File: src/i2ctt_pkg.sv
// ---------------------------------------------------------------------------
// i2ctt_pkg
// Shared types and codes of the I2C target transaction sequencer.
// ---------------------------------------------------------------------------
package i2ctt_pkg;

  localparam int IN_DATA_W  = 40;
  localparam int IN_USER_W  = 2;
  localparam int OUT_DATA_W = 40;

  typedef enum logic [1:0] {
    REQ_BUS   = 2'd0,
    REQ_LOAD  = 2'd1,
    REQ_ARM   = 2'd2,
    REQ_NONE  = 2'd3
  } req_t;

  typedef enum logic [1:0] {
    ERR_NONE      = 2'd0,
    ERR_TOO_MANY  = 2'd1,
    ERR_NOT_READY = 2'd2,
    ERR_FULL      = 2'd3
  } err_t;

  typedef enum logic [1:0] {
    BUS_IDLE   = 2'd0,
    BUS_MWRITE = 2'd1,
    BUS_MREAD  = 2'd2,
    BUS_NOMSG  = 2'd3
  } bus_code_t;

  typedef enum logic [3:0] {
    PH_IDLE   = 4'b0001,
    PH_MWRITE = 4'b0010,
    PH_MREAD  = 4'b0100,
    PH_NOMSG  = 4'b1000
  } phase_t;

  typedef struct packed {
    req_t       req_type;
    logic       is_data;
    logic       start_seen;
    logic       stop_seen;
    logic       rx_full;
    logic       master_reads;
    logic [7:0] rx_byte;
    logic [4:0] tx_index;
    logic [7:0] tx_value;
    logic [5:0] tx_length;
    logic       tx_present;
  } item_t;

  typedef struct packed {
    logic       tx_load;
    logic [7:0] tx_byte;
    logic       rx_store;
    logic [4:0] rx_index;
    logic [5:0] rx_count;
    logic       address_capture;
    logic [7:0] address_byte;
    logic       rx_message_done;
    logic       tx_message_done;
    err_t       error_code;
    bus_code_t  bus_state;
    logic       tx_handled;
  } result_t;

  function automatic bus_code_t phase_code(input phase_t ph);
    bus_code_t code;
    unique case (ph)
      PH_MWRITE: code = BUS_MWRITE;
      PH_MREAD:  code = BUS_MREAD;
      PH_NOMSG:  code = BUS_NOMSG;
      default:   code = BUS_IDLE;
    endcase
    return code;
  endfunction

endpackage

File: src/i2ctt_seq.sv
// ---------------------------------------------------------------------------
// i2ctt_seq
// Next-state and result logic for one request word of the sequencer.
// ---------------------------------------------------------------------------
module i2ctt_seq
  import i2ctt_pkg::*;
#(
  parameter int RX_DEPTH = 32,
  parameter int TX_DEPTH = 32,
  parameter int CW       = 6
) (
  input  item_t         item,
  input  phase_t        phase,
  input  logic [CW-1:0] tc,
  input  logic [CW-1:0] tx_len,
  input  logic          tx_exists,
  input  logic          tx_ready,
  input  logic [7:0]    rd_byte,
  input  logic [7:0]    slot0,
  output phase_t        phase_nxt,
  output logic [CW-1:0] tc_nxt,
  output logic [CW-1:0] tx_len_nxt,
  output logic          tx_exists_nxt,
  output logic          tx_ready_nxt,
  output result_t       res
);

  localparam int CMPW = (CW > 6) ? CW : 6;

  typedef enum logic [1:0] {
    EV_NONE   = 2'd0,
    EV_ADDR   = 2'd1,
    EV_RSTART = 2'd2,
    EV_STOP   = 2'd3
  } ev_t;

  ev_t             ev;
  logic            rstart;
  logic [CMPW-1:0] tc_w;
  logic [CMPW-1:0] tc_inc;
  logic [CMPW-1:0] len_w;
  logic [CMPW-1:0] arm_len;

  always_comb begin
    rstart = !item.is_data && item.start_seen && item.rx_full;
    len_w  = CMPW'(tx_len);
    arm_len = (CMPW'(item.tx_length) > CMPW'(TX_DEPTH)) ? CMPW'(TX_DEPTH)
                                                         : CMPW'(item.tx_length);

    phase_nxt     = phase;
    tc_nxt        = tc;
    tx_len_nxt    = tx_len;
    tx_exists_nxt = tx_exists;
    tx_ready_nxt  = tx_ready;
    res           = '0;
    ev            = EV_NONE;
    tc_w          = CMPW'(tc);
    tc_inc        = '0;

    unique case (item.req_type)
      REQ_ARM: begin
        tx_len_nxt    = arm_len[CW-1:0];
        tx_exists_nxt = item.tx_present;
        tx_ready_nxt  = item.tx_present;
      end
      REQ_BUS: begin
        unique case (phase)
          PH_IDLE: begin
            tc_w = '0;
            if (!item.is_data && item.start_seen) ev = EV_ADDR;
          end
          PH_MWRITE: begin
            if (rstart) begin
              res.rx_message_done = 1'b1;
              ev = EV_RSTART;
            end else if (item.stop_seen) begin
              res.rx_message_done = 1'b1;
              ev = EV_STOP;
            end
          end
          PH_MREAD: begin
            if (rstart) begin
              res.tx_message_done = 1'b1;
              ev = EV_RSTART;
            end else if (item.stop_seen) begin
              res.tx_message_done = 1'b1;
              ev = EV_STOP;
            end
          end
          PH_NOMSG: begin
            if (item.stop_seen) ev = EV_STOP;
          end
          default: ev = EV_NONE;
        endcase

        if (ev == EV_RSTART) tc_w = '0;
        tc_nxt = tc_w[CW-1:0];

        if (ev == EV_ADDR || ev == EV_RSTART) begin
          res.address_capture = 1'b1;
          res.address_byte    = item.rx_byte;
          if (!item.master_reads) begin
            phase_nxt = PH_MWRITE;
          end else if (!tx_exists) begin
            phase_nxt = PH_NOMSG;
          end else begin
            phase_nxt   = PH_MREAD;
            res.tx_load = 1'b1;
            // The count is zero here, so the first byte always comes from slot 0.
            // Reaching the last byte this way does not mark the message handled.
            if (tx_ready) begin
              if (len_w != '0) begin
                res.tx_byte = slot0;
                tc_nxt      = CW'(1);
              end
            end else begin
              res.error_code = ERR_NOT_READY;
            end
          end
        end else if (ev == EV_STOP) begin
          phase_nxt = PH_IDLE;
        end else if (phase == PH_MREAD) begin
          res.tx_load = 1'b1;
          if (tx_ready) begin
            if (tc_w < len_w) begin
              tc_inc      = tc_w + CMPW'(1);
              res.tx_byte = rd_byte;
              tc_nxt      = tc_inc[CW-1:0];
              if (tc_inc == len_w) begin
                tx_ready_nxt   = 1'b0;
                res.tx_handled = 1'b1;
              end
            end else begin
              res.error_code = ERR_TOO_MANY;
            end
          end else begin
            res.error_code = ERR_NOT_READY;
          end
        end else if (phase == PH_MWRITE) begin
          if (tc_w < CMPW'(RX_DEPTH)) begin
            tc_inc       = tc_w + CMPW'(1);
            res.rx_store = 1'b1;
            res.rx_index = tc_w[4:0];
            res.rx_count = tc_inc[5:0];
            tc_nxt       = tc_inc[CW-1:0];
          end else begin
            res.error_code = ERR_FULL;
          end
        end
      end
      default: begin
      end
    endcase

    res.bus_state = phase_code(phase_nxt);
  end

endmodule

File: src/i2c_target_transaction_fsm.sv
// ---------------------------------------------------------------------------
// i2c_target_transaction_fsm
// Transaction sequencer of an I2C target: tracks the bus phase, counts
// received bytes and serves bytes from the transmit buffer.
// ---------------------------------------------------------------------------
//   channel   direction  payload
//   in_       slave      tuser: request kind, tdata: status bits, bytes
//   out_      master     tdata: one result word per request word
//
// One request word is taken per cycle unless out_tready stalls; each one
// produces one result word. A word sits in the input register, is worked in
// one pass through the sequencer logic and lands in the output register. The
// transmit buffer read is prefetched at the count left by the previous word.
// rst_n clears the phase, counters and handshake state; the transmit buffer
// holds no reset value. A stall on out_tready holds both registers.
// ---------------------------------------------------------------------------
module i2c_target_transaction_fsm
  import i2ctt_pkg::*;
#(
  parameter int RX_DEPTH = 32,
  parameter int TX_DEPTH = 32
) (
  input  logic                  clk,
  input  logic                  rst_n,
  input  logic                  in_tvalid,
  output logic                  in_tready,
  // Fields from bit 0: is_data, start_seen, stop_seen, rx_full, master_reads,
  // rx_byte[7:0], tx_index[4:0], tx_value[7:0], tx_length[5:0], tx_present.
  input  logic [IN_DATA_W-1:0]  in_tdata,
  // Fields from bit 0: req_type[1:0].
  input  logic [IN_USER_W-1:0]  in_tuser,
  output logic                  out_tvalid,
  input  logic                  out_tready,
  // Fields from bit 0: tx_load, tx_byte[7:0], rx_store, rx_index[4:0],
  // rx_count[5:0], address_capture, address_byte[7:0], rx_message_done,
  // tx_message_done, error_code[1:0], bus_state[1:0], tx_handled.
  output logic [OUT_DATA_W-1:0] out_tdata
);

  localparam int MAXD = (RX_DEPTH > TX_DEPTH) ? RX_DEPTH : TX_DEPTH;
  localparam int CW   = $clog2(MAXD + 1);
  localparam int AW   = (TX_DEPTH > 1) ? $clog2(TX_DEPTH) : 1;
  localparam int IXW  = (AW > 5) ? AW : 5;
  localparam int TCW  = (CW > AW) ? CW : AW;

  item_t         in_item;
  item_t         item_r;
  logic          s1_valid_r;
  result_t       out_r;
  logic          out_valid_r;
  logic          advance;

  phase_t        phase_r;
  logic [CW-1:0] tc_r;
  logic [CW-1:0] tx_len_r;
  logic          tx_exists_r;
  logic          tx_ready_r;
  phase_t        phase_nxt;
  logic [CW-1:0] tc_nxt;
  logic [CW-1:0] tx_len_nxt;
  logic          tx_exists_nxt;
  logic          tx_ready_nxt;
  result_t       res;

  logic [7:0]    tx_mem [TX_DEPTH];
  logic [7:0]    rd_r;
  logic [7:0]    slot0_r;
  logic [IXW-1:0] idx_ext;
  logic [AW-1:0] wr_addr;
  logic          wr_en;
  logic [TCW-1:0] tc_ext;
  logic [CW-1:0] tc_next_count;
  logic [AW-1:0] rd_addr;

  assign in_item.is_data      = in_tdata[0];
  assign in_item.start_seen   = in_tdata[1];
  assign in_item.stop_seen    = in_tdata[2];
  assign in_item.rx_full      = in_tdata[3];
  assign in_item.master_reads = in_tdata[4];
  assign in_item.rx_byte      = in_tdata[12:5];
  assign in_item.tx_index     = in_tdata[17:13];
  assign in_item.tx_value     = in_tdata[25:18];
  assign in_item.tx_length    = in_tdata[31:26];
  assign in_item.tx_present   = in_tdata[32];
  assign in_item.req_type     = req_t'(in_tuser);

  assign advance   = s1_valid_r && (!out_valid_r || out_tready);
  assign in_tready = !s1_valid_r || advance;

  i2ctt_seq #(
    .RX_DEPTH (RX_DEPTH),
    .TX_DEPTH (TX_DEPTH),
    .CW       (CW)
  ) u_seq (
    .item          (item_r),
    .phase         (phase_r),
    .tc            (tc_r),
    .tx_len        (tx_len_r),
    .tx_exists     (tx_exists_r),
    .tx_ready      (tx_ready_r),
    .rd_byte       (rd_r),
    .slot0         (slot0_r),
    .phase_nxt     (phase_nxt),
    .tc_nxt        (tc_nxt),
    .tx_len_nxt    (tx_len_nxt),
    .tx_exists_nxt (tx_exists_nxt),
    .tx_ready_nxt  (tx_ready_nxt),
    .res           (res)
  );

  always_ff @(posedge clk) begin
    if (!rst_n) begin
      s1_valid_r  <= 1'b0;
      out_valid_r <= 1'b0;
      phase_r     <= PH_IDLE;
      tc_r        <= '0;
      tx_len_r    <= '0;
      tx_exists_r <= 1'b0;
      tx_ready_r  <= 1'b0;
    end else begin
      if (in_tvalid && in_tready) begin
        s1_valid_r <= 1'b1;
      end else if (advance) begin
        s1_valid_r <= 1'b0;
      end
      if (advance) begin
        out_valid_r <= 1'b1;
        phase_r     <= phase_nxt;
        tc_r        <= tc_nxt;
        tx_len_r    <= tx_len_nxt;
        tx_exists_r <= tx_exists_nxt;
        tx_ready_r  <= tx_ready_nxt;
      end else if (out_tready) begin
        out_valid_r <= 1'b0;
      end
    end
  end

  always_ff @(posedge clk) begin
    if (in_tvalid && in_tready) item_r <= in_item;
    if (advance) out_r <= res;
  end

  // Transmit buffer: loads are written as they pass the sequencer.
  always_comb begin
    idx_ext = IXW'(item_r.tx_index);
    wr_addr = idx_ext[AW-1:0];
    wr_en   = advance && (item_r.req_type == REQ_LOAD) &&
              (9'(item_r.tx_index) < 9'(TX_DEPTH));
    tc_next_count = advance ? tc_nxt : tc_r;
    tc_ext  = TCW'(tc_next_count);
    rd_addr = tc_ext[AW-1:0];
  end

  // The read register always holds the slot at the current count, so the
  // sequencer sees it without a wait. A load to that slot is forwarded.
  always_ff @(posedge clk) begin
    if (wr_en) tx_mem[wr_addr] <= item_r.tx_value;
    if (wr_en && (wr_addr == rd_addr)) begin
      rd_r <= item_r.tx_value;
    end else begin
      rd_r <= tx_mem[rd_addr];
    end
    if (wr_en && (wr_addr == '0)) slot0_r <= item_r.tx_value;
  end

  assign out_tvalid = out_valid_r;
  assign out_tdata  = {3'b000,
                       out_r.tx_handled,
                       out_r.bus_state,
                       out_r.error_code,
                       out_r.tx_message_done,
                       out_r.rx_message_done,
                       out_r.address_byte,
                       out_r.address_capture,
                       out_r.rx_count,
                       out_r.rx_index,
                       out_r.rx_store,
                       out_r.tx_byte,
                       out_r.tx_load};

endmodule
File: config.mk
export PLATFORM = sky130hd
export DESIGN_NAME = i2c_target_transaction_fsm
export DESIGN_NICKNAME = d
export VERILOG_FILES = /design/src/i2ctt_pkg.sv /design/src/i2ctt_seq.sv /design/src/i2c_target_transaction_fsm.sv
export SDC_FILE = /design/constraint.sdc
export NUM_CORES = 1
export LEC_CHECK = 0
export ABC_CLOCK_PERIOD_IN_PS = 9300
export BUFFER_PORTS_ARGS = -buffer_cell sky130_fd_sc_hd__buf_2
export CAP_MARGIN = 20
export CORE_ASPECT_RATIO = 0.75
export CORE_MARGIN = 2
export CORE_UTILIZATION = 60
export CTS_CLUSTER_SIZE = 28
export DETAILED_ROUTE_END_ITERATION = 12
export GPL_TIMING_DRIVEN = 1
export PLACE_DENSITY = 0.79
export SLEW_MARGIN = 40
export SYNTH_ARGS = -nofsm -noshare
export SYNTH_HDL_FRONTEND = slang
export SYNTH_SLANG_ARGS = --single-unit
export TNS_END_PERCENT = 50
File: constraint.sdc
create_clock -name clk -period 9.3 [get_ports clk]
set_clock_uncertainty 0.1 [all_clocks]
set_input_delay 1.395 -clock clk [delete_from_list [all_inputs] [get_ports clk]]
set_output_delay 1.395 -clock clk [all_outputs]
set_load 0.02 [all_outputs]
## Word level (Yosys, flattened, before mapping)

Memories as Yosys holds them, arrays and structs flattened. A register that Yosys moved wholly into a read port is not among the register bits.
Cells that the tools add are included.

- RAM bits: 256
- Input port bits: 46
- Memories kept: 1
- Register bits after elaboration: 100
- Output and inout port bits: 42
- Logic and storage cells: 154

- Multiplexer cells: 67
- Reduce and logical (&&, ||, !) cells: 28
- $add $sub $neg: 1
- Order comparisons: 3
- Bitwise logic cells: 6
- Equal/unequal tests: 16

Memories:

| memory | words | width | rd ports | clocked after Yosys merged registers in | wr ports | RTL line | RTL |
|---|---|---|---|---|---|---|---|
| tx_mem | 32 | 8 | 1 | 1 | 1 | i2c_target_transaction_fsm.sv:65 | `logic [7:0] tx_mem [TX_DEPTH];` |

Operator list:

| cell | count |
|---|---|
| 6-bit 2-to-1 mux | 15 |
| 9-bit 2-to-1 mux | 5 |
| 12-bit 2-to-1 mux | 3 |
| 8-bit 2-to-1 mux | 4 |
| 2-bit 2-to-1 mux | 12 |
| 21-bit 2-to-1 mux | 1 |
| 4-bit 2-to-1 mux | 5 |
| 1-bit 2-to-1 mux | 17 |
| 2-bit one-hot mux with 3 select lines | 2 |
| 6-bit OR reduction | 2 |
| 5-bit 2-to-1 mux | 2 |
| 2-bit AND reduction | 5 |
| 4-bit by 2-bit == test with 1-bit output (second input constant) | 2 |
| 4-bit by 3-bit == test with 1-bit output (second input constant) | 2 |
| 4-bit == test (second input constant) | 2 |
| 6-bit by 1-bit adder with 6-bit output (second input constant) | 1 |
| 2-bit == test (second input constant) | 3 |
| 6-bit == test | 1 |
| 6-bit greater-than comparator (second input constant) | 1 |
| 1-bit logical AND | 6 |
| 6-bit < comparator | 1 |
| 6-bit < comparator (second input constant) | 1 |
| 1-bit NOT | 6 |
| 2-bit nonzero test | 3 |
| other kinds (13) | 19 |

## Longest topological paths before layout

- Word-level depth: 18
- Mapped depth: 17
- Gate-level depth less buffers: 17

## By module

A second synthesis with hierarchy kept.

- Cells, all modules: 832
- Area total of the unflattened synthesis: 14,709.1 um2

By module, submodules not included:

| module | cells an instance | times used | area an instance (um2) | seq. area each (um2) |
|---|---|---|---|---|
| i2c_target_transaction_fsm | 603 | 1 | 13,251.5 | 10,590.2 |
| i2ctt_seq | 229 | 1 | 1,457.6 | 0.0 |

## Worst setup path after synthesis

No wires, ideal clock.

- Kind: input -> register
- From: in out_tready
- To: mem tx_mem[28][0], enable pin
- Stages on the path: 7
- Path buffers: 1
- Library setup time: 0.283 ns
- Data required time: 8.917 ns
- Setup slack: 5.360 ns
- Arrival: 3.557 ns
- Cells stage by stage: nor2b_1 > nand2b_1 > buf_2 > clkinv_1 > and4b_1 > nand3_1 > nor2_1

- Cells in the longest elaborated chain, start to end: 5

RTL lines:

| element | RTL line | RTL |
|---|---|---|
| start: declaration | i2c_target_transaction_fsm.sv:33 | `input logic out_tready,` |
| 1-bit logical OR | i2c_target_transaction_fsm.sv:87 | `assign advance = s1_valid_r && (!out_valid_r \|\| out_tready);` |
| 1-bit logical AND | i2c_target_transaction_fsm.sv:87 |  |
| via advance | i2c_target_transaction_fsm.sv:51 | `logic advance;` |
| 1-bit logical AND | i2c_target_transaction_fsm.sv:148 | `wr_en = advance && (item_r.req_type == REQ_LOAD) &&` |
| 1-bit 2-to-1 mux | i2c_target_transaction_fsm.sv:158 | `if (wr_en) tx_mem[wr_addr] <= item_r.tx_value;` |
| 1-bit 2-to-1 mux (not written as such) | i2c_target_transaction_fsm.sv:158 |  |
| end: declaration | i2c_target_transaction_fsm.sv:65 |  |

The timed path passes the listed nets, and every way through them passes these cells.

## Worst setup path after layout

- From: reg phase_r[3]
- To: reg out_r (netlist bit out_tdata[36]), data pin

- Cells in the longest elaborated chain, start to end: 10
- Elaborated cells on any way between the ends: 21
- Classes of those cells: 1 x add/sub; 1 x order compare; 8 x eq/ne; 6 x mux; 2 x bitwise; 3 x reduce/logical

RTL lines:

| element | RTL line | RTL |
|---|---|---|
| start: declaration | i2c_target_transaction_fsm.sv:53 | `phase_t phase_r;` |
| start signal: assignment | i2c_target_transaction_fsm.sv:128 | `phase_r <= phase_nxt;` |
| 4-bit by 2-bit == test with 1-bit output or 4-bit by 3-bit == test with 1-bit output (tied branches) | i2ctt_seq.sv:67, i2ctt_seq.sv:122 |  |
| 2-bit OR reduction (no source line) | -- |  |
| 2-bit one-hot mux with 3 select lines | i2ctt_seq.sv:67 | `unique case (phase)` |
| 2-bit 2-to-1 mux | i2ctt_seq.sv:60 | `unique case (item.req_type)` |
| 2-bit == test | i2ctt_seq.sv:96, i2ctt_seq.sv:99 |  |
| 6-bit 2-to-1 mux | i2ctt_seq.sv:96 | `if (ev == EV_RSTART) tc_w = '0;` |
| 6-bit 2-to-1 mux | i2ctt_seq.sv:60 |  |
| 6-bit by 1-bit adder with 6-bit output or 6-bit < comparator (tied branches) | i2ctt_seq.sv:126, i2ctt_seq.sv:125 |  |
| 6-bit == test or 1-bit NOT (tied branches) | -- |  |
| 1-bit 2-to-1 mux or 6-bit OR reduction (tied branches) | -- |  |
| end signal: assignment | i2c_target_transaction_fsm.sv:141 | `if (advance) out_r <= res;` |
| end: declaration | i2c_target_transaction_fsm.sv:49 | `result_t out_r;` |

Parallel ways exist; a longest one is shown, timed or not. The select of a mux whose other input is x is not followed.
A chain may end at the register's enable or synchronous reset.

==> flow_metrics.py <==
metrics = {
    "sta": {
        "max_freq_mhz": 214,
        "slew_headroom_pct": 45.0,
        "post-route-min-period_ns": 4.67,
        "worst_pin_slew_ns": 0.825,
        "finalSetupTns_ns": 0,
        "period_share_pct": 50.3,
        "rsz0062_at_grt": "false",
        "maxSlewViolCount": 0,
        "hold_viol_final": 0,
        "finalSetupViolCount": 0,
        "setup_ws_ns": 4.63,
    },
    "layout": {
        "area_delta_synth_final_pct": 13.4,
        "nNetsFinal": 972,
        "mostFrequentLayoutCells": "edfxtp_1 (336), buf_2 (77), mux4_2 (64), nor2_1 (56), nand2_1 (39)",
        "antenna_cells": 0,
        "final_common_cell": "edfxtp_1",
        "final_cells": 1246,
        "drive_gt1_share_pct": 26.0,
    },
    "placed_design": {
        "place_congestion": 0.865,
        "port_buffers": 77,
        "dp_slack_ns": 4.77,
        "dpl.hpwl_microns": 19400,
        "dp_cells": 1184,
    },
    "grt": {
        "overflow": 0,
        "antenna_found_initial": 0,
        "grt_max_degree": 45,
        "grt_pass1_vias": 7729,
        "gr-usage-all-layers_pct": 24.7,
        "grt_pass1_wl_microns": 46200,
    },
    "power_and_ir_drop": {
        "ir_drop_v": 0.000150,
        "net-switching-power_mw": 0.668,
        "netSwitchingFraction_pct": 20.4,
        "p_clk_share_pct": 41.7,
        "cellLeakagePower_nw": 5.32,
        "combPwrFrac_pct": 2.9,
        "power_per_cell_area_nw_per_um2": 201,
        "pwr-share-seq_pct": 55.4,
        "p_int_mw": 2.60,
    },
    "floorplanning": {
        "die_y_microns": 138,
        "die_area_sq_um": 25200,
        "io_pins": 88,
        "core_sq_um": 23700,
        "fp-row-count": 49,
        "die_x_microns": 183,
        "start_util_pct": 60.6,
    },
    "synthesis": {
        "synth-edff-count": 336,
        "avgSynthCellArea_sq_um": 17.5,
        "ys_seq_area_share_pct": 73.7,
        "ys.warnings.count": 0,
        "syn_area_sq_um": 14400,
        "synth_area_leader_cell": "edfxtp_1",
        "synth_cell_types": 64,
        "syn-instance-count": 820,
        "yosys-top-cells-area": "edfxtp_1 (70%), mux4_2 (10%), dfxtp_1 (3.5%)",
        "synth-seq-cells": 361,
        "synth_async_sr_flop_share_pct": 0,
        "synth_top_area_share_pct": 70.2,
        "ys_dominant_reg_cell": "edfxtp_1",
    },
    "clocking": {
        "htreeDepth": 2,
        "cts_setup_buffers": 0,
        "path_clk_slew_ns": 0.06,
        "cts_resized": 0,
        "cts_hold_buffers": 0,
        "clock_latency_ns": 0.52,
        "cts_tree": "done",
        "clockRootBuffer": "clkbuf_16",
        "clkSinkCount": 361,
        "cts_buffers": 35,
        "cts.path.max_buffers": 3,
    },
    "run": {
        "max_cap_violations": 0,
    },
    "critical_path": {
        "cp-start-kind": "flip-flop",
        "arrival_ns": 4.95,
        "crit_required_ns": 9.57,
        "cpPeakStageDelay_ns": 0.74,
        "crit_fanout": 10,
        "slowest_stage": "nor4b_1",
        "path_cells": "nor2_1 -> nand3_1 -> nand2_1 -> o21ai_0 -> o22a_1 -> ha_1 -> nor2_1 -> nand2_1 -> inv_1 -> ha_1 -> nor2b_1 -> o21ai_1 -> nand3_1 -> or4_1 -> nor4b_1 -> and4_1",
        "crit_type": "flip-flop to flip-flop",
        "worstSetupEndpointType": "flip-flop",
    },
    "drt": {
        "wl_per_cell_microns": 24.4,
        "drtPass1Iterations": 5,
        "drt_iter0_drc": 909,
        "via_count": 7868,
        "drt-total-wl_microns": 30300,
        "ant_nets": 0,
        "drc": 0,
        "vias_per_cell": 6.31,
    },
    "status": {
        "status": "completed",
    },
    "worst_hold_path": {
        "hp-class": "flip-flop to flip-flop",
    },
}
==> kinds of logic (layout without fill, tap and decap cells) <==
kind of cell | after synthesis | in the layout | synth area share (%)
AO/OA/AOI/OAI | 99 | 99 | 4.63
XOR/XNOR | 10 | 10 | 0.609
adder cells (fa/ha/maj) | 11 | 11 | 0.958
buffers and inverters | 51 | 169 | 1.64
flip-flops | 361 | 361 | 73.7
multiplexers | 70 | 70 | 10.5
other | 1 | 3 | 0.0261
AND/OR/NAND/NOR | 217 | 217 | 8.00
==> power groups by stage <==
stage | logic (mW) | clock network, mW | registers [mW]
after floorplan | 0.0421 | 0 | 1.85
after global placement | 0.0732 | 0 | 1.86
after detailed placement | 0.0932 | 0 | 1.85
after CTS | 0.0937 | 1.37 | 1.81
after global routing | 0.103 | 1.43 | 1.81
final | 0.0950 | 1.36 | 1.81
==> registers in the layout, summed over array words and instances (netlist names), named ones only <==
| signal | cells |
|---|---|
| slot0_r | 8 |
| item_r | 30 |
| tx_mem | 256 |
| phase_r | 4 |
| out_tdata | 37 |
| tx_ready_r | 1 |
| tx_exists_r | 1 |
| tx_len_r | 6 |
| s1_valid_r | 1 |
| out_tvalid | 1 |
| idx_ext | 5 |
| tc_r | 6 |
==> path summary, 6_finish.rpt <==
kind	end	from	cells past startpoint	slack, ns
max reg2reg	out_tdata[36]	phase_r[3]	16	4.63
min	tc_r[5]	tc_r[5]	2	0.36
min reg2reg	tc_r[5]	tc_r[5]	2	0.36
max	out_tdata[36]	phase_r[3]	16	4.63
==> routing by layer <==
| layer | wire length [microns] | up-vias | part of all wire, % | global-route usage [%] |
|---|---|---|---|---|
| met5 | 0 | - | 0 | 0 |
| met4 | 760 | 0 | 2.5 | 7.89 |
| met3 | 2790 | 59 | 9.2 | 5.72 |
| met2 | 13800 | 423 | 46 | 35.6 |
| met1 | 12900 | 3933 | 43 | 38.3 |
| li1 | - | 3453 | - | - |
==> synth_stat cells, drive strengths merged (3+ instances only) <==
library cell  count
clkbuf           14
and4              5
nor4b             3
a32o              6
mux2i             5
or2              13
nor2             71
edfxtp          336
mux4             64
o22a              9
nor3             12
nand3            16
nor2b             8
and2              7
o21ai            17
nand3b            7
nand2b           10
buf              22
dfxtp            25
nand2            39
and3             13
a32oi             4
ha               11
a211oi            3
nor3b             3
xnor2             5
a21oi            22
o22ai            19
o211ai            4
a31oi             3
xor2              5
inv              14
==> cell type report <==
type / instances / area (sq um)
Timing Repair Buffer: 92 / 556
Clock inverter: 12 / 101
Fill cell: 1479 / 7430
Multi-Input combinational cell: 410 / 3610
Sequential cell: 361 / 10600
Inverter: 15 / 58.8
Clock buffer: 50 / 995
Tap cell: 306 / 383
==> critical path, delay by kind of cell, from the launching register on <==
family / cells / cell delay (ns)
AOI/OAI and AO/OA: 3 / 0.52
DFF: 1 / 0.42
buffers and inverters: 1 / 0.15
and+or+nand+nor: 10 / 2.86
adders and majority gates: 2 / 0.48
==> per-stage QoR <==
step | power, mW | cell area (sq um) | utilization (%) | hold slack [ns]
floorplan | 1.90 | 14400 | - | 0.332
global placement | 1.93 | 15000 | 63.2 | 0.344
detailed placement | 1.94 | 15200 | 63.9 | 0.356
CTS | 3.28 | 16300 | 68.5 | 0.364
global route | 3.35 | 16300 | 68.7 | 0.381
finish | 3.27 | 16300 | 68.7 | 0.363
No activity file was read; power rests on OpenSTA's default activity.
